### src/design/vcmv_pkg.sv
// ----------------------------------------------------------------------------
// vid code decoder package
// shared widths, version codes and stage payload types
// ----------------------------------------------------------------------------
package vcmv_pkg;

   localparam int CODE_W = 8;
   localparam int VER_W  = 8;
   localparam int MV_W   = 12;
   localparam int BASE_W = 13;
   localparam int STEP_W = 7;
   localparam int MULT_W = 8;
   localparam int SHF_W  = 2;
   localparam int PROD_W = 15;

   // version codes
   localparam logic [VER_W-1:0] VER_VRD10    = 8'd100;
   localparam logic [VER_W-1:0] VER_VRM11    = 8'd110;
   localparam logic [VER_W-1:0] VER_PIN5     = 8'd24;
   localparam logic [VER_W-1:0] VER_PIN6     = 8'd25;
   localparam logic [VER_W-1:0] VER_SERIAL7  = 8'd26;
   localparam logic [VER_W-1:0] VER_VRM90    = 8'd90;
   localparam logic [VER_W-1:0] VER_VRM91    = 8'd91;
   localparam logic [VER_W-1:0] VER_VRM85    = 8'd85;
   localparam logic [VER_W-1:0] VER_VRM84    = 8'd84;
   localparam logic [VER_W-1:0] VER_VRM82    = 8'd82;
   localparam logic [VER_W-1:0] VER_IMVP2    = 8'd17;
   localparam logic [VER_W-1:0] VER_BIT6     = 8'd13;
   localparam logic [VER_W-1:0] VER_BIT6_ALT = 8'd131;
   localparam logic [VER_W-1:0] VER_BIT7     = 8'd14;

   // result = (base - step * mult) >> shift
   typedef struct packed {
      logic [BASE_W-1:0] base;
      logic [STEP_W-1:0] step;
      logic [MULT_W-1:0] mult;
      logic [SHF_W-1:0]  shift;
   } term_type;

   typedef struct packed {
      logic [BASE_W-1:0] base;
      logic [PROD_W-1:0] prod;
      logic [SHF_W-1:0]  shift;
   } prod_type;

endpackage

### src/design/vcmv_decode.sv
// ----------------------------------------------------------------------------
// vid code decoder, table stage
// maps version and code to a linear term: base, step, multiplier and shift
// ----------------------------------------------------------------------------
module vcmv_decode
   import vcmv_pkg::*;
(
   input  logic                  clock,
   input  logic                  reset,
   input  logic                  in_valid,
   output logic                  in_ready,
   input  logic [CODE_W-1:0]     in_code,
   input  logic [VER_W-1:0]      in_version,
   output logic                  out_valid,
   input  logic                  out_ready,
   output term_type              out_term
);

   logic     valid_ff;
   logic     valid_in;
   term_type term_ff;
   term_type term_in;

   always_comb begin
      logic [4:0] c5;
      logic [3:0] c4;
      logic       b4;
      logic       b5;
      logic       rsvd;
      c5      = in_code[4:0];
      c4      = in_code[3:0];
      b4      = in_code[4];
      b5      = in_code[5];
      rsvd    = 1'b0;
      term_in = '{base: '0, step: '0, mult: '0, shift: '0};
      unique case (in_version)
         VER_VRD10: begin
            rsvd = (c5 == 5'h1f);
            if (c5 <= 5'h09 || in_code[5:0] == 6'h0a) begin
               term_in.base = b5 ? 13'd2151 : 13'd2176;
            end else begin
               term_in.base = b5 ? 13'd3701 : 13'd3726;
            end
            term_in.step  = 7'd50;
            term_in.mult  = {3'b0, c5};
            term_in.shift = 2'd1;
         end
         VER_VRM11: begin
            rsvd          = (in_code < 8'h02) || (in_code > 8'hb2);
            term_in.base  = 13'd6402;
            term_in.step  = 7'd25;
            term_in.mult  = in_code - 8'd2;
            term_in.shift = 2'd2;
         end
         VER_PIN5: begin
            rsvd         = (c5 == 5'h1f);
            term_in.base = 13'd1550;
            term_in.step = 7'd25;
            term_in.mult = {3'b0, c5};
         end
         VER_PIN6: begin
            term_in.step = 7'd25;
            if (!b5) begin
               term_in.base = 13'd1550;
               term_in.mult = {3'b0, c5};
            end else begin
               term_in.base  = 13'd1551;
               term_in.mult  = {2'b0, in_code[5:0]} - 8'd31;
               term_in.shift = 2'd1;
            end
         end
         VER_SERIAL7: begin
            rsvd          = (in_code[6:0] >= 7'h7c);
            term_in.base  = 13'd3101;
            term_in.step  = 7'd25;
            term_in.mult  = {1'b0, in_code[6:0]};
            term_in.shift = 2'd1;
         end
         VER_VRM90, VER_VRM91: begin
            rsvd         = (c5 == 5'h1f);
            term_in.base = 13'd1850;
            term_in.step = 7'd25;
            term_in.mult = {3'b0, c5};
         end
         VER_VRM85: begin
            if (c4 > 4'h4) begin
               term_in.base = b4 ? 13'd2075 : 13'd2050;
            end else begin
               term_in.base = b4 ? 13'd1275 : 13'd1250;
            end
            term_in.step = 7'd50;
            term_in.mult = {4'b0, c4};
         end
         VER_VRM84: begin
            term_in.base = 13'd2050;
            term_in.step = 7'd50;
            term_in.mult = {4'b0, c4};
         end
         VER_VRM82: begin
            rsvd         = (c5 == 5'h1f);
            term_in.base = b4 ? 13'd5100 : 13'd2050;
            term_in.step = b4 ? 7'd100 : 7'd50;
            term_in.mult = {3'b0, c5};
         end
         VER_IMVP2: begin
            term_in.base = b4 ? 13'd975 : 13'd1750;
            term_in.step = b4 ? 7'd25 : 7'd50;
            term_in.mult = {4'b0, c4};
         end
         VER_BIT6, VER_BIT6_ALT: begin
            term_in.base = 13'd1708;
            term_in.step = 7'd16;
            if (in_version == VER_BIT6_ALT && in_code[5:0] == 6'h3f) begin
               term_in.mult = 8'd64;
            end else begin
               term_in.mult = {2'b0, in_code[5:0]};
            end
         end
         VER_BIT7: begin
            rsvd          = (in_code[6:0] > 7'h77);
            term_in.base  = 13'd3001;
            term_in.step  = 7'd25;
            term_in.mult  = {1'b0, in_code[6:0]};
            term_in.shift = 2'd1;
         end
         default: begin
            rsvd = 1'b1;
         end
      endcase
      if (rsvd) begin
         term_in = '{base: '0, step: '0, mult: '0, shift: '0};
      end
   end

   assign in_ready = !valid_ff || out_ready;
   assign valid_in = in_ready ? in_valid : valid_ff;

   always_ff @(posedge clock) begin
      if (reset) begin
         valid_ff <= 1'b0;
      end else begin
         valid_ff <= valid_in;
      end
   end

   always_ff @(posedge clock) begin
      if (in_valid && in_ready) begin
         term_ff <= term_in;
      end
   end

   assign out_valid = valid_ff;
   assign out_term  = term_ff;

endmodule

### src/design/vcmv_scale.sv
// ----------------------------------------------------------------------------
// vid code decoder, multiply stage
// forms step times multiplier for the decoded term
// ----------------------------------------------------------------------------
module vcmv_scale
   import vcmv_pkg::*;
(
   input  logic      clock,
   input  logic      reset,
   input  logic      in_valid,
   output logic      in_ready,
   input  term_type  in_term,
   output logic      out_valid,
   input  logic      out_ready,
   output prod_type  out_prod
);

   logic     valid_ff;
   logic     valid_in;
   prod_type prod_ff;
   prod_type prod_in;

   always_comb begin
      prod_in.base  = in_term.base;
      prod_in.prod  = PROD_W'(in_term.step) * PROD_W'(in_term.mult);
      prod_in.shift = in_term.shift;
   end

   assign in_ready = !valid_ff || out_ready;
   assign valid_in = in_ready ? in_valid : valid_ff;

   always_ff @(posedge clock) begin
      if (reset) begin
         valid_ff <= 1'b0;
      end else begin
         valid_ff <= valid_in;
      end
   end

   always_ff @(posedge clock) begin
      if (in_valid && in_ready) begin
         prod_ff <= prod_in;
      end
   end

   assign out_valid = valid_ff;
   assign out_prod  = prod_ff;

endmodule

### src/design/vcmv_finish.sv
// ----------------------------------------------------------------------------
// vid code decoder, output stage
// subtracts the product from the base and applies the rounding shift
// ----------------------------------------------------------------------------
module vcmv_finish
   import vcmv_pkg::*;
(
   input  logic             clock,
   input  logic             reset,
   input  logic             in_valid,
   output logic             in_ready,
   input  prod_type         in_prod,
   output logic             out_valid,
   input  logic             out_ready,
   output logic [MV_W-1:0]  out_mv
);

   logic              valid_ff;
   logic              valid_in;
   logic [MV_W-1:0]   mv_ff;
   logic [MV_W-1:0]   mv_in;
   logic [PROD_W-1:0] diff;

   assign diff  = PROD_W'(in_prod.base) - in_prod.prod;
   assign mv_in = MV_W'(diff >> in_prod.shift);

   assign in_ready = !valid_ff || out_ready;
   assign valid_in = in_ready ? in_valid : valid_ff;

   always_ff @(posedge clock) begin
      if (reset) begin
         valid_ff <= 1'b0;
      end else begin
         valid_ff <= valid_in;
      end
   end

   always_ff @(posedge clock) begin
      if (in_valid && in_ready) begin
         mv_ff <= mv_in;
      end
   end

   assign out_valid = valid_ff;
   assign out_mv    = mv_ff;

endmodule

### src/design/vid_code_to_millivolts_core.sv
// ----------------------------------------------------------------------------
// vid code to millivolts core
// Decodes a regulator voltage-identification code into the supply voltage
// in millivolts, using the table picked by the version register. The core
// takes one request per cycle unless the result side stalls, through a
// three-stage pipeline: table decode, a constant-step multiply, and a
// subtract with rounding shift. A result passes through the decode, multiply
// and finish registers before it is presented. Each stage holds its own valid
// bit, so back-pressure on the result side fills the pipeline without losing
// requests. Write the version only while no request is in flight.
// ----------------------------------------------------------------------------
module vid_code_to_millivolts_core
   import vcmv_pkg::*;
(
   input  logic               clock,
   input  logic               reset,
   input  logic               req_valid,
   output logic               req_ready,
   input  logic [CODE_W-1:0]  req_vid_code,
   output logic               rsp_valid,
   input  logic               rsp_ready,
   output logic [MV_W-1:0]    rsp_millivolts,
   input  logic               csr_wr_en,
   input  logic [VER_W-1:0]   csr_wr_data
);

   logic [VER_W-1:0] version_ff;
   logic [VER_W-1:0] version_in;
   logic             dec_valid;
   logic             dec_ready;
   term_type         dec_term;
   logic             scl_valid;
   logic             scl_ready;
   prod_type         scl_prod;

   assign version_in = csr_wr_en ? csr_wr_data : version_ff;

   always_ff @(posedge clock) begin
      if (reset) begin
         version_ff <= '0;
      end else begin
         version_ff <= version_in;
      end
   end

   vcmv_decode u_decode (
      .clock      (clock),
      .reset      (reset),
      .in_valid   (req_valid),
      .in_ready   (req_ready),
      .in_code    (req_vid_code),
      .in_version (version_ff),
      .out_valid  (dec_valid),
      .out_ready  (dec_ready),
      .out_term   (dec_term)
   );

   vcmv_scale u_scale (
      .clock     (clock),
      .reset     (reset),
      .in_valid  (dec_valid),
      .in_ready  (dec_ready),
      .in_term   (dec_term),
      .out_valid (scl_valid),
      .out_ready (scl_ready),
      .out_prod  (scl_prod)
   );

   vcmv_finish u_finish (
      .clock     (clock),
      .reset     (reset),
      .in_valid  (scl_valid),
      .in_ready  (scl_ready),
      .in_prod   (scl_prod),
      .out_valid (rsp_valid),
      .out_ready (rsp_ready),
      .out_mv    (rsp_millivolts)
   );

endmodule

### config.mk
export PLATFORM = sky130hd
export DESIGN_NAME = vid_code_to_millivolts_core
export DESIGN_NICKNAME = d
export VERILOG_FILES = /design/src/design/vcmv_pkg.sv /design/src/design/vcmv_decode.sv /design/src/design/vcmv_scale.sv /design/src/design/vcmv_finish.sv /design/src/design/vid_code_to_millivolts_core.sv
export SDC_FILE = /design/constraint.sdc
export NUM_CORES = 1
export LEC_CHECK = 0
export ABC_CLOCK_PERIOD_IN_PS = 5800
export BUFFER_PORTS_ARGS = -buffer_cell sky130_fd_sc_hd__clkbuf_2
export CAP_MARGIN = 0
export CORE_UTILIZATION = 60
export DETAILED_ROUTE_END_ITERATION = 16
export GPL_TIMING_DRIVEN = 0
export PLACE_DENSITY = 0.84
export RECOVER_POWER = 100
export SYNTH_ARGS = -nofsm -noshare
export SYNTH_HDL_FRONTEND = slang
export SYNTH_SLANG_ARGS = --single-unit
export TNS_END_PERCENT = 30
### constraint.sdc
create_clock -name clock -period 5.8 [get_ports clock]
set_input_delay 1.16 -clock clock [delete_from_list [all_inputs] [get_ports clock]]
set_output_delay 1.16 -clock clock [all_outputs]
set_load 0.005 [all_outputs]
==> reports/summary.txt <==
failing checks: max-capacitance violations, max-slew violations
synth warn: 0
part of the power in registers: 0.476
number of global-route vias before repair: 5327
Clk pin slew, worst setup/hold paths: 0.09 ns
CTS tree: yes
clock latency on the worst-skew pair: 0.36 ns
drt first-iter violations: 272
Post-DP Area: 0.00690 sq mm
P_leak: 3.08 nW
clk buf depth: 2
share of cells above drive strength 1: 0.0816
Via density: 5.95
worst path cell trace: and2_0, fa_1, inv_1, fa_1, inv_1, fa_1, inv_1, fa_1, inv_1, ha_1, o21ai_0, o21ai_0, a21oi_1, o21ai_0, a21oi_1, a21oi_1, xnor2_1
die width: 106 um
VDD IR-drop max: 0.142 mV
post-synthesis cell area: 0.00654 sq mm
clock network power share: 0.285
H-tree levels: 3
clock period minus final worst setup slack: 4.82 ns
PwrDens: 206 mW/mm^2
CTS Sinks: 81
maximum clock rate: 208 MHz
hold_ws: 0.429 ns
IO Pins: 35
sequential cell area fraction in the yosys report: 0.355
FF/Latch Area: 0.00232 sq mm
Post-synth ARST share: 0
Mapped Cells: 674
gr ovfl total: 0
Multi-input gate area: 0.00387 sq mm
DRC Markers: 0
worst r2r path cells: 17
fin nets: 825
Slew Limit Fails: 60
Hold Crit Class: reg -> reg
Sw Share: 0.308
hpwl dp: 11700 um
Worst Skew: 0.0205 ns
root buf cell: clkbuf_8
FP Rows: 37
Crit path required time: 5.89 ns
Mapped Nets: 781
final period utilization: 0.830
Hold EP: u_scale.out_prod[17]$_DFFE_PP_
WL per Instance: 16.9 um
final setup TNS: 0 ns
core area: 0.0105 sq mm
post-CTS setup buffer count: 0
most common cell after layout, fill and taps aside: edfxtp_1
CP Class: reg -> reg
Arr. time, crit path: 4.90 ns
first-pass GRT wire length: 24700 um
Slew @ Worst Pin: 3.90 ns
vias: 5115
slowest CP cell: fa_1
Antenna Nets Post-Route: 0
CTS buffer count: 9
Net Switching: 0.447 mW
final core utilization: 0.673
Post-Syn Area per Cell: 9.70 sq um
hold buffer count at cts: 0
largest net degree at the start of global routing: 31
Slew headroom: -1.62
final hold violation count: 0
First-pass DRT Iterations: 5
Yosys cell types: 62
Die H: 106 um
post-layout instance area: 0.00704 sq mm
cell family with most CP delay: adder cells
R2R Setup Slk: 0.98 ns
RSZ-0062 raised after global routing: false
commonest cells after routing, fill and taps aside: 70 x edfxtp_1, 59 x inv_1, 59 x nor2_1
Internal: 1.00 mW
Area growth syn-to-layout: 7.71%
hold depth: 0
n_diodes: 0
critical path launch point type: flip-flop
initial antenna violation count: 0
Slowest Stage Delay on Critical Path: 0.55 ns
max cap viols: 2
status: finished with violations
final wirelength: 14500 um
min-delay src: u_decode.out_term[17]$_SDFFCE_PP0P_
Post-synth EDFFs: 70
GRT Overall Usage: 0.278
Crit Reg-Reg Endpoint: u_scale.out_prod[16]$_DFFE_PP_
initial core utilization: 0.625
CP Launch Point: u_decode.out_term[12]$_SDFFCE_PP0P_
ys flop type: edfxtp_1
logic gate share of total power: 0.239
Final GP Congestion: 0.916
critical register-to-register path startpoint: u_decode.out_term[12]$_SDFFCE_PP0P_
register bit total from synthesis: 81
peak fanout along the critical path: 8
cts repair resizes: 0
die area: 0.0113 sq mm
# fillers: 859
Final setup viols: 0
Crit. End Element: flip-flop
Worst Path Buf+Inv: 4
Port Buffers: 33
-- registers in the layout, summed over array words and instances (netlist names) --
name / count
u_decode.out_term: 28
u_decode.out_valid: 1
u_finish.out_mv: 12
u_finish.out_valid: 1
u_scale.out_prod: 30
u_scale.out_valid: 1
version_ff: 8
-- cell type report --
type                            instances  share of cell area
Buffer                                 22              0.0124
Clock buffer                           10              0.0211
Clock inverter                          6             0.00729
Inverter                               61              0.0325
Multi-Input combinational cell        510               0.550
Sequential cell                        81               0.330
Tap cell                              136              0.0242
Timing Repair Buffer                   33              0.0227
-- how the worst max path moves through the flow --
stage                                          end  slack [ns]  depth (start not counted)
global placement    u_scale.out_prod[14]$_DFFE_PP_        1.07                          3
detailed placement  u_scale.out_prod[16]$_DFFE_PP_        1.07                         17
global route        u_scale.out_prod[16]$_DFFE_PP_        0.76                         17
finish              u_scale.out_prod[16]$_DFFE_PP_        0.98                         17
CTS                 u_scale.out_prod[16]$_DFFE_PP_        1.03                         17
floorplan           u_scale.out_prod[15]$_DFFE_PP_        1.40                         17
-- stage by stage --
step / power [mW] / worst slack, ns / cells
2_1_floorplan: 0.960 / 1.40 / 674
3_3_place_gp: 1.03 / 1.07 / 843
3_5_place_dp: 1.05 / 1.07 / 843
4_1_cts: 1.46 / 1.03 / 859
5_1_grt: 1.53 / 0.760 / 859
6_report: 1.45 / 0.985 / 859
-- cells in the mapped netlist (all sizes together) (3+ instances only) --
| library cell | n | area (sq um) |
|---|---|---|
| nor4 | 3 | 18.8 |
| o211ai | 4 | 30.0 |
| o21ai | 33 | 165 |
| nand3 | 10 | 50.1 |
| xor2 | 8 | 70.1 |
| or2 | 3 | 18.8 |
| and3 | 8 | 50.1 |
| and2 | 33 | 206 |
| a31oi | 11 | 68.8 |
| o21a | 7 | 52.6 |
| nor2 | 59 | 221 |
| nor4bb | 3 | 30.0 |
| a41oi | 3 | 26.3 |
| xnor2 | 13 | 114 |
| nand2 | 43 | 161 |
| mux2i | 29 | 290 |
| a21o | 7 | 52.6 |
| nor2b | 9 | 56.3 |
| nand3b | 3 | 22.5 |
| a211oi | 8 | 60.1 |
| nor4b | 3 | 32.5 |
| o22ai | 5 | 31.3 |
| o21bai | 3 | 33.8 |
| dfxtp | 11 | 220 |
| or3 | 6 | 37.5 |
| fa | 30 | 601 |
| edfxtp | 70 | 2100 |
| nand2b | 8 | 50.1 |
| ha | 56 | 701 |
| a22oi | 3 | 22.5 |
| buf | 6 | 42.5 |
| nor3 | 22 | 110 |
| inv | 61 | 229 |
| a21oi | 48 | 240 |
| clkbuf | 16 | 60.1 |
-- metal layers --
metal	wire length, um	GRT usage	vias up	part of all wire
li1	-	-	2504	-
met1	5980	0.321	2404	0.41
met2	7480	0.520	179	0.52
met3	666	0.0392	28	0.046
met4	367	0.0992	0	0.025
met5	0	0	-	0
-- logic make-up (layout without fill, tap and decap cells) --
| family | count (synthesis) | in the layout | share of synthesized area |
|---|---|---|---|
| DFF | 81 | 81 | 0.355 |
| AOI/OAI and AO/OA | 153 | 153 | 0.149 |
| and+or+nand+nor | 221 | 221 | 0.174 |
| xor gates and xnor gates | 21 | 21 | 0.0281 |
| adders and majority gates | 86 | 86 | 0.199 |
| buffers and inverters | 83 | 132 | 0.0507 |
| muxes | 29 | 29 | 0.0444 |
-- worst register-to-register path, stage by stage, from the launching register on --
cell and delay [ns]:
edfxtp_1 0.51, and2_0 0.24, fa_1 0.55, inv_1 0.06, fa_1 0.52, inv_1 0.05, fa_1 0.55, inv_1 0.07
fa_1 0.50, inv_1 0.04, ha_1 0.34, o21ai_0 0.12, o21ai_0 0.26, a21oi_1 0.14, o21ai_0 0.18, a21oi_1 0.12
a21oi_1 0.20, xnor2_1 0.11
-- power by group through the flow --
stage                     clock [mW]  sequential, mW  combinational (mW)
final                          0.414           0.690               0.347
after global routing           0.444           0.694               0.393
after CTS                      0.420           0.689               0.348
after detailed placement           0           0.702               0.345
after global placement             0           0.701               0.333
after floorplan                    0           0.697               0.263
No activity file was read; power rests on OpenSTA's default activity.
